### src/hw/rtl/b2da_pkg.sv
// ----------------------------------------------------------------------------
// Binary to decimal ASCII package
// Shared constants, controller states and the command and status records
// between the controller and the datapath.
// ----------------------------------------------------------------------------
`timescale 1ns / 1ps
`default_nettype none

package b2da_pkg;

   // Fixed widths of the conversion.
   localparam int BinWidth   = 16;
   localparam int NumDigits  = 5;
   localparam int DigitWidth = 4;
   localparam int BcdWidth   = NumDigits * DigitWidth;
   localparam int CharWidth  = 6;
   localparam int IdxWidth   = $clog2(NumDigits);
   localparam int StepWidth  = $clog2(BinWidth);

   localparam logic [CharWidth-1:0]  AsciiZero = 6'd48;
   localparam logic [DigitWidth-1:0] AddThreshold = 4'd5;
   localparam logic [DigitWidth-1:0] AddCorrection = 4'd3;
   localparam logic [StepWidth-1:0]  LastStep = StepWidth'(BinWidth - 1);

   // Controller states.
   typedef enum logic [1:0] {
      ST_IDLE,
      ST_CONVERT,
      ST_EMIT
   } state_type;

   // Commands from the controller to the datapath.
   typedef struct packed {
      logic                load;
      logic                shift;
      logic [IdxWidth-1:0] digit_sel;
   } cmd_type;

   // Status from the datapath to the controller.
   typedef struct packed {
      logic [IdxWidth-1:0] lead_idx;
   } sts_type;

endpackage

`default_nettype wire

### src/hw/rtl/b2da_datapath.sv
// ----------------------------------------------------------------------------
// Binary to decimal ASCII datapath
// Shift-and-add-3 register pair, leading digit search and ASCII digit select.
// ----------------------------------------------------------------------------
`timescale 1ns / 1ps
`default_nettype none

module b2da_datapath (
   input  wire                                clock,
   input  wire  b2da_pkg::cmd_type            cmd,
   input  wire  [b2da_pkg::BinWidth-1:0]      value,
   output b2da_pkg::sts_type                  sts,
   output logic [b2da_pkg::CharWidth-1:0]     digit_char
);
   import b2da_pkg::*;

   logic [BinWidth-1:0]   bin_ff;
   logic [BinWidth-1:0]   bin_in;
   logic [BcdWidth-1:0]   bcd_ff;
   logic [BcdWidth-1:0]   bcd_in;
   logic [BcdWidth-1:0]   bcd_adj;
   logic [DigitWidth-1:0] sel_digit;

   // Add three to every digit of five or more before the shift.
   always_comb begin
      for (int i = 0; i < NumDigits; i++) begin
         if (bcd_ff[i*DigitWidth +: DigitWidth] >= AddThreshold) begin
            bcd_adj[i*DigitWidth +: DigitWidth] =
               bcd_ff[i*DigitWidth +: DigitWidth] + AddCorrection;
         end else begin
            bcd_adj[i*DigitWidth +: DigitWidth] = bcd_ff[i*DigitWidth +: DigitWidth];
         end
      end
   end

   // Next value of the conversion registers.
   always_comb begin
      bin_in = bin_ff;
      bcd_in = bcd_ff;
      if (cmd.load) begin
         bin_in = value;
         bcd_in = '0;
      end else if (cmd.shift) begin
         bin_in = {bin_ff[BinWidth-2:0], 1'b0};
         bcd_in = {bcd_adj[BcdWidth-2:0], bin_ff[BinWidth-1]};
      end
   end

   always_ff @(posedge clock) begin
      bin_ff <= bin_in;
      bcd_ff <= bcd_in;
   end

   // Position of the most significant nonzero digit of the next register
   // value, so the final shift is included; zero gives the lowest.
   always_comb begin
      sts.lead_idx = '0;
      for (int i = 1; i < NumDigits; i++) begin
         if (bcd_in[i*DigitWidth +: DigitWidth] != '0) begin
            sts.lead_idx = IdxWidth'(i);
         end
      end
   end

   // Select the digit being sent and form its character code.
   always_comb begin
      sel_digit = '0;
      for (int i = 0; i < NumDigits; i++) begin
         if (cmd.digit_sel == IdxWidth'(i)) begin
            sel_digit = bcd_ff[i*DigitWidth +: DigitWidth];
         end
      end
      digit_char = AsciiZero + CharWidth'(sel_digit);
   end

endmodule

`default_nettype wire

### src/hw/rtl/b2da_ctrl.sv
// ----------------------------------------------------------------------------
// Binary to decimal ASCII controller
// Sequences the load, the sixteen conversion steps and the digit transfers.
// ----------------------------------------------------------------------------
`timescale 1ns / 1ps
`default_nettype none

module b2da_ctrl (
   input  wire                  clock,
   input  wire                  reset,
   input  wire                  req_valid,
   output logic                 req_ready,
   output logic                 rsp_valid,
   input  wire                  rsp_ready,
   output logic                 rsp_last_digit,
   input  wire  b2da_pkg::sts_type sts,
   output b2da_pkg::cmd_type    cmd
);
   import b2da_pkg::*;

   state_type            state_ff;
   state_type            state_in;
   logic [StepWidth-1:0] step_ff;
   logic [StepWidth-1:0] step_in;
   logic [IdxWidth-1:0]  idx_ff;
   logic [IdxWidth-1:0]  idx_in;

   always_ff @(posedge clock) begin
      if (reset) begin
         state_ff <= ST_IDLE;
         step_ff  <= '0;
         idx_ff   <= '0;
      end else begin
         state_ff <= state_in;
         step_ff  <= step_in;
         idx_ff   <= idx_in;
      end
   end

   // Next state and command outputs.
   always_comb begin
      state_in       = state_ff;
      step_in        = step_ff;
      idx_in         = idx_ff;
      req_ready      = 1'b0;
      rsp_valid      = 1'b0;
      rsp_last_digit = 1'b0;
      cmd.load       = 1'b0;
      cmd.shift      = 1'b0;
      cmd.digit_sel  = idx_ff;
      unique case (state_ff)
         ST_IDLE: begin
            req_ready = 1'b1;
            if (req_valid) begin
               cmd.load = 1'b1;
               step_in  = '0;
               state_in = ST_CONVERT;
            end
         end
         ST_CONVERT: begin
            cmd.shift = 1'b1;
            step_in   = step_ff + 1'b1;
            if (step_ff == LastStep) begin
               state_in = ST_EMIT;
            end
         end
         ST_EMIT: begin
            // The first digit sent is the leading nonzero one, or the lowest digit for a zero value.
            rsp_valid      = 1'b1;
            rsp_last_digit = (idx_ff == '0);
            if (rsp_ready) begin
               if (idx_ff == '0) begin
                  state_in = ST_IDLE;
               end else begin
                  idx_in = idx_ff - 1'b1;
               end
            end
         end
         default: begin
            state_in = ST_IDLE;
         end
      endcase
      // Latch the leading digit position as the conversion finishes.
      if (state_ff == ST_CONVERT && step_ff == LastStep) begin
         idx_in = sts.lead_idx;
      end
   end

endmodule

`default_nettype wire

### src/hw/rtl/binary_to_decimal_ascii_top.sv
// ----------------------------------------------------------------------------
// Binary to decimal ASCII converter
// Converts an unsigned 16-bit value to its decimal digits as ASCII codes,
// most significant first, without leading zeros.
// ----------------------------------------------------------------------------
// After the input transfer come the 16 shift-and-add-3 steps; then the first
// digit is offered, and digits follow at one per cycle while rsp_ready is high.
// Each value passes through the idle state, the conversion and its digits.
// A new value is taken only after the last digit of the previous one.
// Reset is synchronous, active high, and returns the controller to idle.
`timescale 1ns / 1ps
`default_nettype none

module binary_to_decimal_ascii_top (
   input  wire        clock,
   input  wire        reset,
   input  wire        req_valid,
   output logic       req_ready,
   input  wire [15:0] req_value,
   output logic       rsp_valid,
   input  wire        rsp_ready,
   output logic [5:0] rsp_digit_char,
   output logic       rsp_last_digit
);
   import b2da_pkg::*;

   cmd_type cmd;
   sts_type sts;

   // Sequencing of load, conversion and digit transfers.
   b2da_ctrl u_ctrl (
      .clock          (clock),
      .reset          (reset),
      .req_valid      (req_valid),
      .req_ready      (req_ready),
      .rsp_valid      (rsp_valid),
      .rsp_ready      (rsp_ready),
      .rsp_last_digit (rsp_last_digit),
      .sts            (sts),
      .cmd            (cmd)
   );

   // Conversion registers and digit select.
   b2da_datapath u_datapath (
      .clock      (clock),
      .cmd        (cmd),
      .value      (req_value),
      .sts        (sts),
      .digit_char (rsp_digit_char)
   );

endmodule

`default_nettype wire

### config.mk
export PLATFORM = sky130hd
export DESIGN_NAME = binary_to_decimal_ascii_top
export DESIGN_NICKNAME = d
export VERILOG_FILES = /design/src/hw/rtl/b2da_pkg.sv /design/src/hw/rtl/b2da_datapath.sv /design/src/hw/rtl/b2da_ctrl.sv /design/src/hw/rtl/binary_to_decimal_ascii_top.sv
export SDC_FILE = /design/constraint.sdc
export NUM_CORES = 1
export LEC_CHECK = 0
export BUFFER_PORTS_ARGS = -buffer_cell sky130_fd_sc_hd__buf_2
export CORE_MARGIN = 10
export CORE_UTILIZATION = 45
export DETAILED_ROUTE_END_ITERATION = 12
export PLACE_DENSITY = 0.66
export SLEW_MARGIN = 20
export SYNTH_ARGS = -nofsm -noshare
export SYNTH_HDL_FRONTEND = slang
export SYNTH_SLANG_ARGS = --single-unit
### constraint.sdc
create_clock -name clock -period 2.6 [get_ports clock]
set_input_delay 0.13 -clock clock [delete_from_list [all_inputs] [get_ports clock]]
set_output_delay 0.13 -clock clock [all_outputs]
set_load 0.005 [all_outputs]
==> impl_metrics.ini, run 1 <==
[outcome]
outcome = finished clean

[floorplanning]
coreArea_sq_mm = 0.005608
io_pins = 29
rows = 27
fp.dieW_microns = 96.80
die_area_sq_mm = 0.009369
dieHeight_microns = 96.80
initial_core_util_pct = 47.32

[yosys]
ys_top_cells_by_area = dfxtp_1 (22%), edfxtp_1 (18%), nand2_1 (9.5%)
muxShareOfSynthArea_pct = 2.357
synth_top_area_share_pct = 21.88
yosys_warnings = 0
synthSimpleGateAreaFrac_pct = 24.80
synth_compound_area_share_pct = 18.15
avgSynthCellArea_sq_um = 8.506
yosys.cell_types.count = 57
ys_async_sr_fraction_pct = 0
synth_top_family_by_area = simple AND/OR/NAND/NOR gates
seq_area_frac_synth_pct = 39.98
synthCells = 312
synth_seq_cells = 45
synth_xor_area_share_pct = 0.9901
ys.flop_type = dfxtp_1
yosys.area_share.adder_pct = 7.544
synth_edf_count = 16
netlist_area_sq_mm = 0.002654
synth_largest_area_cell = dfxtp_1

[sta]
finalSetupTns_ns = 0
hold_viol_final = 0
finClkSkew_ns = 0.008038
period_share_pct = 90.19
slew_viol_final = 0
rsz0062_at_grt = no
setup_violations = 0
min_period_ns = 2.345
fmaxAchievable_mhz = 426.5

[worst_hold_path]
hp-class = in -> reg

[placement]
gp_congestion = 0.8424
dp_hpwl_microns = 4108
port_buffers = 26

[cts]
cts_resized = 0
numCtsBuffers = 5
clk_pin_slew_ns = 0.09
ctsHoldBuffers = 0
worstSkewPairLatency_ns = 0.30
htree_num_levels = 2
cts.sink_count = 45
cts_tree = done
post_cts_buffers = 0
clk_path_buf_depth = 2
cts_root_buf = clkbuf_8

[grt]
grt_max_degree = 23
grt_pass1_wl_microns = 9673
first_global_vias = 2067
grt-ovfl-total = 0
antenna_found_initial = 0
grt_usage_pct = 11.87

[setup_path]
arrival_ns = 2.53
slowest_delay_ns = 0.51
path_class = reg -> reg
cp_cell_sequence = inv_1 -> ha_1 -> nand2b_1 -> a21oi_1 -> and3_1 -> a2111oi_2 -> or4_4 -> o31ai_1 -> a211oi_1
end_kind = register
critPathRequiredTime_ns = 2.79
cp_max_fo = 4
critical_path.startpoint_type = register
worst_path_max_delay_cell = or4_4

[cells_and_area]
drive_above_1_share_pct = 17.16
synthToLayoutAreaGrowth_pct = 11.22
insertedDiodeCount = 0
nFillCells = 566
mostFrequentLayoutCells = nand2_1 (67), dfxtp_1 (29), buf_2 (26)
nets = 373
multi_input_area_sq_mm = 0.001436
regArea_sq_mm = 0.001061
layout_commonest_cell = nand2_1
post-route-util_pct = 52.63

[routing]
wl_per_cell_microns = 13.79
drt-vias-per-instance = 5.244
dr.pass1.iters = 4
drt_iter0_drc = 115
ant_nets = 0
wl_microns = 5654
post-route-drc-count = 0
vias = 2150

[power_and_ir_drop]
power.leakage_nw = 1.221
ir_worst_vdd_v = 0.0002820
cellPowerDensity_mw_per_mm2 = 611.7

[run]
drv_cap = 0
==> report_power, final <==
group,leakage [nW],switching [mW],internal (mW)
Sequential,0.402,0.0687,0.815
Combinational,0.768,0.218,0.174
Clock,0.0518,0.246,0.283
==> worst paths after layout <==
kind | startpoint | slack (ns) | cells after the start | end
min reg2reg | u_ctrl.step_ff[1]$_SDFFE_PP0P_ | 0.49 | 2 | u_ctrl.step_ff[1]$_SDFFE_PP0P_
max | u_datapath.bcd_ff[13]$_DFF_P_ | 0.26 | 9 | u_ctrl.idx_ff[1]$_SDFFE_PP0P_
max reg2reg | u_datapath.bcd_ff[13]$_DFF_P_ | 0.26 | 9 | u_ctrl.idx_ff[1]$_SDFFE_PP0P_
min | req_value[11] | 0.08 | 3 | u_datapath.bin_ff[11]$_DFFE_PP_
==> layout make-up <==
cell class,count,share of cell area [%]
clock inverter,3,1.399
sequential,45,35.95
clock buffer,5,2.331
inverter,15,1.908
timing repair buffer,35,6.698
multi-input combinational,235,48.66
tap,72,3.052
==> cells in the mapped netlist, drive strengths merged, types with 4 or more instances <==
master  instances
and3            4
a21oi          23
clkbuf          9
inv            15
o21ai          22
edfxtp         16
nand2b          7
nor2b           4
nor2           24
buf             9
nand2          67
nand3          16
a211oi          6
dfxtp          29
mux2i           4
ha             16
==> flip-flops by register name, summed over array words and instances, names as in the netlist <==
register	cells
u_ctrl.idx_ff	3
u_ctrl.state_ff	2
u_datapath.bcd_ff	20
u_ctrl.step_ff	4
u_datapath.bin_ff	16
==> per-stage QoR <==
stage | instances | setup WS (ns) | hold WS [ns] | power, mW | cell area, sq um
6_report | 410 | 0.2551 | 0.08447 | 1.805 | 2952
3_5_place_dp | 402 | 0.2902 | 0.3926 | 1.292 | 2841
3_3_place_gp | 402 | 0.3647 | 0.3875 | 1.282 | 2841
5_1_grt | 410 | 0.1064 | 0.08466 | 1.920 | 2952
2_1_floorplan | 313 | 0.4578 | 0.3044 | 1.186 | 2658
4_1_cts | 410 | 0.2571 | 0.07484 | 1.823 | 2952
==> critical path, delay by kind of cell, from the launching register on <==
kind,cells,cell delay [ns]
AOI/OAI and AO/OA,4,0.69
adders and majority gates,1,0.18
buffers and inverters,1,0.10
DFF,1,0.38
and+or+nand+nor,3,0.88
==> cell families (layout without fill, tap and decap cells) <==
kind of cell	count (synthesis)	after routing
AND/OR/NAND/NOR	137	137
other	1	2
adder cells (fa/ha/maj)	16	16
flip-flops	45	45
AO/OA/AOI/OAI	71	71
buffers and inverters	33	58
XOR/XNOR	3	3
multiplexers	6	6
==> routing by layer <==
layer / track usage (%) / share of wire [%] / vias to the layer above
li1: - / - / 1122
met1: 15.46 / 50 / 1001
met2: 18.92 / 47 / 22
met3: 2.697 / 2.3 / 5
met4: 3.608 / 1.1 / 0
met5: 0 / 0 / -
(Power assumes the default switching activity.)
==> run 2: changes to the inputs <==
Settings changed: SYNTH_HIERARCHICAL set to 1.
==> run 2 against run 1 <==
  * Clock power fell by 2%
  * Synthesized cell count fell by 13%
  * Sequential share of layout area fell by 0.37 points
  * Design area rose by 2.1%
  * Combinational power barely moved
  * Synthesized area fell by 2.1%
  * First-iteration DRC count rose by 11%
  * Maximum frequency fell by 3.4%
  * Final cell count fell by 8.0%
  * Register-to-register slack got worse by 0.08 ns
  * Critical path type unchanged
  * Largest cell class unchanged
==> impl_metrics.ini, run 2 <==
[setup_path]
path_depth = 10
worst_path_max_delay_cell = or4b_1
reg2reg_depth = 10
r2r_slack_ns = 0.17
critPathRequiredTime_ns = 2.82
reg2reg_to = u_ctrl/idx_ff[0]$_SDFFE_PP0P_
r2r-start = u_datapath/bcd_ff[0]$_SDFFE_PP0P_
cp_max_fo = 5
arrival_ns = 2.64
path_class = reg -> reg
cp_top_family = simple AND/OR/NAND/NOR gates
crit_start = u_datapath/bcd_ff[0]$_SDFFE_PP0P_
critical_path.endpoint = u_ctrl/idx_ff[0]$_SDFFE_PP0P_
end_kind = register
critical_path.startpoint_type = register
slowest_delay_ns = 0.49
worstPathBufferInverterCount = 1
cp_cell_sequence = inv_1 -> ha_1 -> nand2b_1 -> or3b_1 -> a311oi_2 -> nor4_1 -> or4b_1 -> a21oi_2 -> nor2_1 -> a211oi_2

[placement]
gp_congestion = 0.8306
dpl.cell_count = 365
port_buffers = 26
dp_hpwl_microns = 4106

[grt]
grt_pass1_wl_microns = 9239
grt-ovfl-total = 0
grt_usage_pct = 12.39
grt_max_degree = 25
antenna_found_initial = 0
first_global_vias = 1964

[yosys]
synth_xor_area_share_pct = 1.686
yosys.area_share.adder_pct = 6.262
synthTopCellsByCount = dfxtp_1 (29), nor2_1 (27), mux2_2 (19)
synth_top_family_by_area = simple AND/OR/NAND/NOR gates
synth.most_common_cell = dfxtp_1
synth_top_area_share_pct = 22.35
synth_compound_area_share_pct = 16.86
ys.flop_type = dfxtp_1
synth_largest_area_cell = dfxtp_1
synth_edf_count = 16
netlist_area_sq_mm = 0.002597
seq_area_frac_synth_pct = 40.85
muxShareOfSynthArea_pct = 11.71
ys_async_sr_fraction_pct = 0
yosys.cell_types.count = 53
synthCells = 272
synthSimpleGateAreaFrac_pct = 17.24
yosys_warnings = 6
avgSynthCellArea_sq_um = 9.550
synth_seq_cells = 45
ys_top_cells_by_area = dfxtp_1 (22%), edfxtp_1 (18%), mux2_2 (8.2%)

[cts]
worstSkewPairLatency_ns = 0.29
ctsHoldBuffers = 0
htree_num_levels = 2
cts_root_buf = clkbuf_8
cts_tree = done
clk_pin_slew_ns = 0.08
clk_path_buf_depth = 2
cts.sink_count = 45
numCtsBuffers = 5

[routing]
vias = 2051
drt-vias-per-instance = 5.440
drt_iter0_drc = 128
post-route-drc-count = 0
ant_nets = 0
wl_microns = 5559
dr.pass1.iters = 4
wl_per_cell_microns = 14.75

[power_and_ir_drop]
p_int_mw = 1.275
clockPowerShare_pct = 29.1
p_comb_share_pct = 22.0
pwr-share-seq_pct = 48.9
switching_share_pct = 28.45
power.leakage_nw = 1.170
cellPowerDensity_mw_per_mm2 = 591.3
ir_worst_vdd_v = 0.0003891
p_switching_mw = 0.5071

[cells_and_area]
insertedDiodeCount = 0
synthToLayoutAreaGrowth_pct = 16.04
layout.cells.non_filler = 377
post-route-util_pct = 54.40
nets = 337
max_flop_register = u_datapath/bcd_ff
drive_above_1_share_pct = 28.52
nFillCells = 513
regArea_sq_mm = 0.001072
top_regs = u_datapath/bcd_ff (20), u_datapath/bin_ff (16), u_ctrl/step_ff (4)
multi_input_area_sq_mm = 0.001446
layout_commonest_cell = nor2_1
mostFrequentLayoutCells = nor2_1 (27), buf_2 (26), dfxtp_1 (24)
largest_reg_flops = 20

[sta]
hold_viol_final = 0
hold_slack_ns = 0.1220
period_share_pct = 93.31
slew_viol_final = 0
finClkSkew_ns = 0.003950
max_slew_margin_pct = 61.11
min_period_ns = 2.426
setup_violations = 0
fmaxAchievable_mhz = 412.2
worst_pin_slew_ns = 0.5827

[floorplanning]
die_area_sq_mm = 0.009211
initial_core_util_pct = 46.88
coreArea_sq_mm = 0.005540
rows = 27
dieHeight_microns = 95.98
io_pins = 29
fp.dieW_microns = 95.98

[worst_hold_path]
hp-class = in -> reg

[run]
drv_cap = 0

[outcome]
outcome = finished clean
## run 2: changes by cell type in the layout (fill, tap and decap cells not counted), sizes merged, moves of 5 or more
cell / previous run / this run
a21oi: 23 / 15
nand2: 67 / 11
mux2: 2 / 19
mux2i: 4 / 9
a22oi: 0 / 7
o21ai: 22 / 12
## run 2: final cells by class
cell class	count	area share, %
clock inverter	3	1.370
multi-input combinational	196	47.99
sequential	45	35.57
clock buffer	5	2.283
inverter	17	2.242
timing repair buffer	39	7.555
tap	72	2.989
## run 2: power by group through the flow
stage	clock (mW)	combinational, mW	sequential, mW
after global routing	0.560	0.439	0.883
after floorplan	0	0.281	0.859
final	0.519	0.392	0.872
after detailed placement	0	0.368	0.884
after global placement	0	0.360	0.884
after CTS	0.534	0.371	0.868
## run 2: worst min path at each step
| stage | startpoint | end | slack [ns] | cells after the start |
|---|---|---|---|---|
| final | req_value[0] | u_datapath/bin_ff[0]$_SDFFCE_PN0P_ | 0.12 | 2 |
| after global routing | req_value[0] | u_datapath/bin_ff[0]$_SDFFCE_PN0P_ | 0.12 | 2 |
| after CTS | req_value[0] | u_datapath/bin_ff[0]$_SDFFCE_PN0P_ | 0.11 | 2 |
| after detailed placement | reset | u_ctrl/idx_ff[2]$_SDFFE_PP0P_ | 0.43 | 2 |
| after global placement | req_value[0] | u_datapath/bin_ff[0]$_SDFFCE_PN0P_ | 0.41 | 2 |
| after floorplan | req_value[0] | u_datapath/bin_ff[0]$_SDFFCE_PN0P_ | 0.33 | 1 |
## run 2: cell families (layout without fill, tap and decap cells)
family	after synthesis	in the layout
fa+ha+maj	13	13
xor+xnor	5	5
simple gates	83	83
mux	28	28
compound gates	65	65
buf+inv	32	64
flops	45	45
other cells	1	2
## run 2: repair_timing
| action | CTS | global route |
|---|---|---|
| setup endpoints to repair | 0 | 2 |
| setup buffers | 0 | 4 |
| resized for setup | 0 | 18 |
## run 2: per-stage QoR
stage | power (mW) | cell area [sq um] | setup TNS, ns | worst slack (ns)
finish | 1.782 | 3014 | 0 | 0.1738
global route | 1.883 | 3014 | -0.01254 | -0.01254
CTS | 1.773 | 2927 | 0 | 0.06199
detailed placement | 1.252 | 2816 | 0 | 0.07974
global placement | 1.244 | 2816 | 0 | 0.1234
floorplan | 1.140 | 2601 | 0 | 0.2914
## run 2: routing by layer
layer,vias up,track usage [%],wire [microns]
met3,5,3.502,248
met2,28,20.49,2678
met1,971,15.21,2559
met4,0,4.054,72
li1,1047,-,-
met5,-,0,0
==> run 3: changes to the inputs <==
Settings changed: REMOVE_ABC_BUFFERS set to 1.
==> run 3 against run 2 <==
  * Global-route usage increased by 0.36 points
  * Via count increased by 2.7%
  * Non-clock buffer count increased by 2
  * Worst setup slack got worse by 0.022 ns
  * Critical path depth unchanged
  * Sequential power about the same
  * Final cell count rose by 0.53%
  * Design area is 0.12% lower
  * Wire length rose by 1.4%
  * Clock-buffer cell count unchanged
  * Largest power group unchanged
==> impl_metrics.ini, run 3 (synthesis gave the netlist of run 2 again) <==
[outcome]
outcome = finished clean

[routing]
wl_per_cell_microns = 14.87
wl_microns = 5635
drt-vias-per-instance = 5.557
post-route-drc-count = 0
drt_iter0_drc = 144
vias = 2106
dr.pass1.iters = 4
ant_nets = 0

[floorplanning]
initial_core_util_pct = 46.88
fp.dieW_microns = 95.98
die_area_sq_mm = 0.009211
coreArea_sq_mm = 0.005540
io_pins = 29
rows = 27
dieHeight_microns = 95.98

[cts]
htree_num_levels = 2
worstSkewPairLatency_ns = 0.30
cts.sink_count = 45
ctsHoldBuffers = 0
cts_root_buf = clkbuf_8
clk_pin_slew_ns = 0.09
cts_tree = done
numCtsBuffers = 5
clk_path_buf_depth = 2

[grt]
first_global_vias = 2010
grt-ovfl-total = 0
grt_max_degree = 24
grt_usage_pct = 12.76
grt_pass1_wl_microns = 9411
antenna_found_initial = 0

[placement]
dp_hpwl_microns = 4147
port_buffers = 26
gp_congestion = 0.8583
pre_cts_ws_ns = 0.07728

[setup_path]
cp_max_fo = 5
end_kind = register
slowest_delay_ns = 0.49
worst_path_max_delay_cell = or4b_1
path_class = reg -> reg
critPathRequiredTime_ns = 2.83
critical_path.startpoint_type = register
cp_cell_sequence = inv_1 -> ha_2 -> nand2b_1 -> or3b_1 -> a311oi_2 -> nor4_1 -> or4b_1 -> a21oi_2 -> nor2_1 -> a211oi_2
arrival_ns = 2.68

[cells_and_area]
synthToLayoutAreaGrowth_pct = 15.90
insertedDiodeCount = 0
mostFrequentLayoutCells = nor2_1 (27), buf_2 (26), dfxtp_1 (25)
top_regs = u_datapath/bcd_ff (20), u_datapath/bin_ff (16), u_ctrl/step_ff (4)
drive_above_1_share_pct = 28.01
layout_commonest_cell = nor2_1
largest_reg_flops = 20
nets = 339
max_flop_register = u_datapath/bcd_ff

[sta]
rsz0062_at_grt = no
worst_pin_slew_ns = 0.6359
finalSetupTns_ns = 0
fmaxAchievable_mhz = 408.5
hold_viol_final = 0
min_period_ns = 2.448
hold_slack_ns = 0.1131
period_share_pct = 94.16
setup_violations = 0
fin_ws_ns = 0.1518
slew_viol_final = 0
finClkSkew_ns = 0.004994
max_slew_margin_pct = 57.56

[power_and_ir_drop]
p_switching_mw = 0.5201
switching_share_pct = 28.86
p_int_mw = 1.282
cellPowerDensity_mw_per_mm2 = 598.6
power.leakage_nw = 1.181
pwr-share-seq_pct = 48.3
p_comb_share_pct = 21.6
ir_worst_vdd_v = 0.0003542
clockPowerShare_pct = 30.1

[worst_hold_path]
hp-class = in -> reg

[run]
drv_cap = 0
[run 3: final timing paths]
check / from / to / slack [ns] / depth (start not counted)
worst max-delay path: u_datapath/bcd_ff[0]$_SDFFE_PP0P_ / u_ctrl/idx_ff[0]$_SDFFE_PP0P_ / 0.15 / 10
worst min-delay path: req_value[0] / u_datapath/bin_ff[0]$_SDFFCE_PN0P_ / 0.11 / 2
worst max register to register: u_datapath/bcd_ff[0]$_SDFFE_PP0P_ / u_ctrl/idx_ff[0]$_SDFFE_PP0P_ / 0.15 / 10
worst min register to register: u_datapath/bin_ff[15]$_DFFE_PP_ / u_datapath/bcd_ff[0]$_SDFFE_PP0P_ / 0.52 / 2
[run 3: stage by stage]
| stage | total power, mW | instances | util (%) | instance area (sq um) |
|---|---|---|---|---|
| global route | 1.905 | 379 | 54.34 | 3010 |
| detailed placement | 1.263 | 370 | 51.51 | 2854 |
| CTS | 1.803 | 378 | 53.59 | 2969 |
| floorplan | 1.128 | 258 | - | 2529 |
| global placement | 1.253 | 370 | 51.51 | 2854 |
| finish | 1.802 | 379 | 54.34 | 3010 |
[run 3: power by group through the flow]
stage | sequential, mW | clock [mW] | combinational (mW)
2_1_floorplan | 0.867 | 0 | 0.261
3_3_place_gp | 0.883 | 0 | 0.370
3_5_place_dp | 0.885 | 0 | 0.378
4_1_cts | 0.869 | 0.555 | 0.379
5_1_grt | 0.882 | 0.583 | 0.440
6_report | 0.871 | 0.542 | 0.389
[run 3: cell type report]
class,count,area [sq um]
multi-input cells,196,1424
fillers,516,2530
flip-flops and latches,45,1071
repair buffers,41,246.5
well taps,72,90.09
clock buffers,5,68.82
inverters,17,63.81
clock inverters,3,46.29
[run 3: repair_timing]
item                       in CTS  in global routing
buffers inserted                0                  1
resized for setup               0                 14
setup endpoints to repair       0                  1
[run 3: critical path: cells and delay by family (launching register included)]
kind / cells / cell delay (ns)
adder cells (fa/ha/maj): 1 / 0.20
AND/OR/NAND/NOR: 5 / 1.07
buffers and inverters: 1 / 0.07
flip-flops: 1 / 0.38
AO/OA/AOI/OAI: 3 / 0.66
[run 3: per-layer routing]
layer | GRT usage [%] | wire length, microns
met3 | 4.125 | 340
met2 | 18.85 | 2434
met4 | 4.177 | 89
met1 | 17.17 | 2770
met5 | 0 | 0
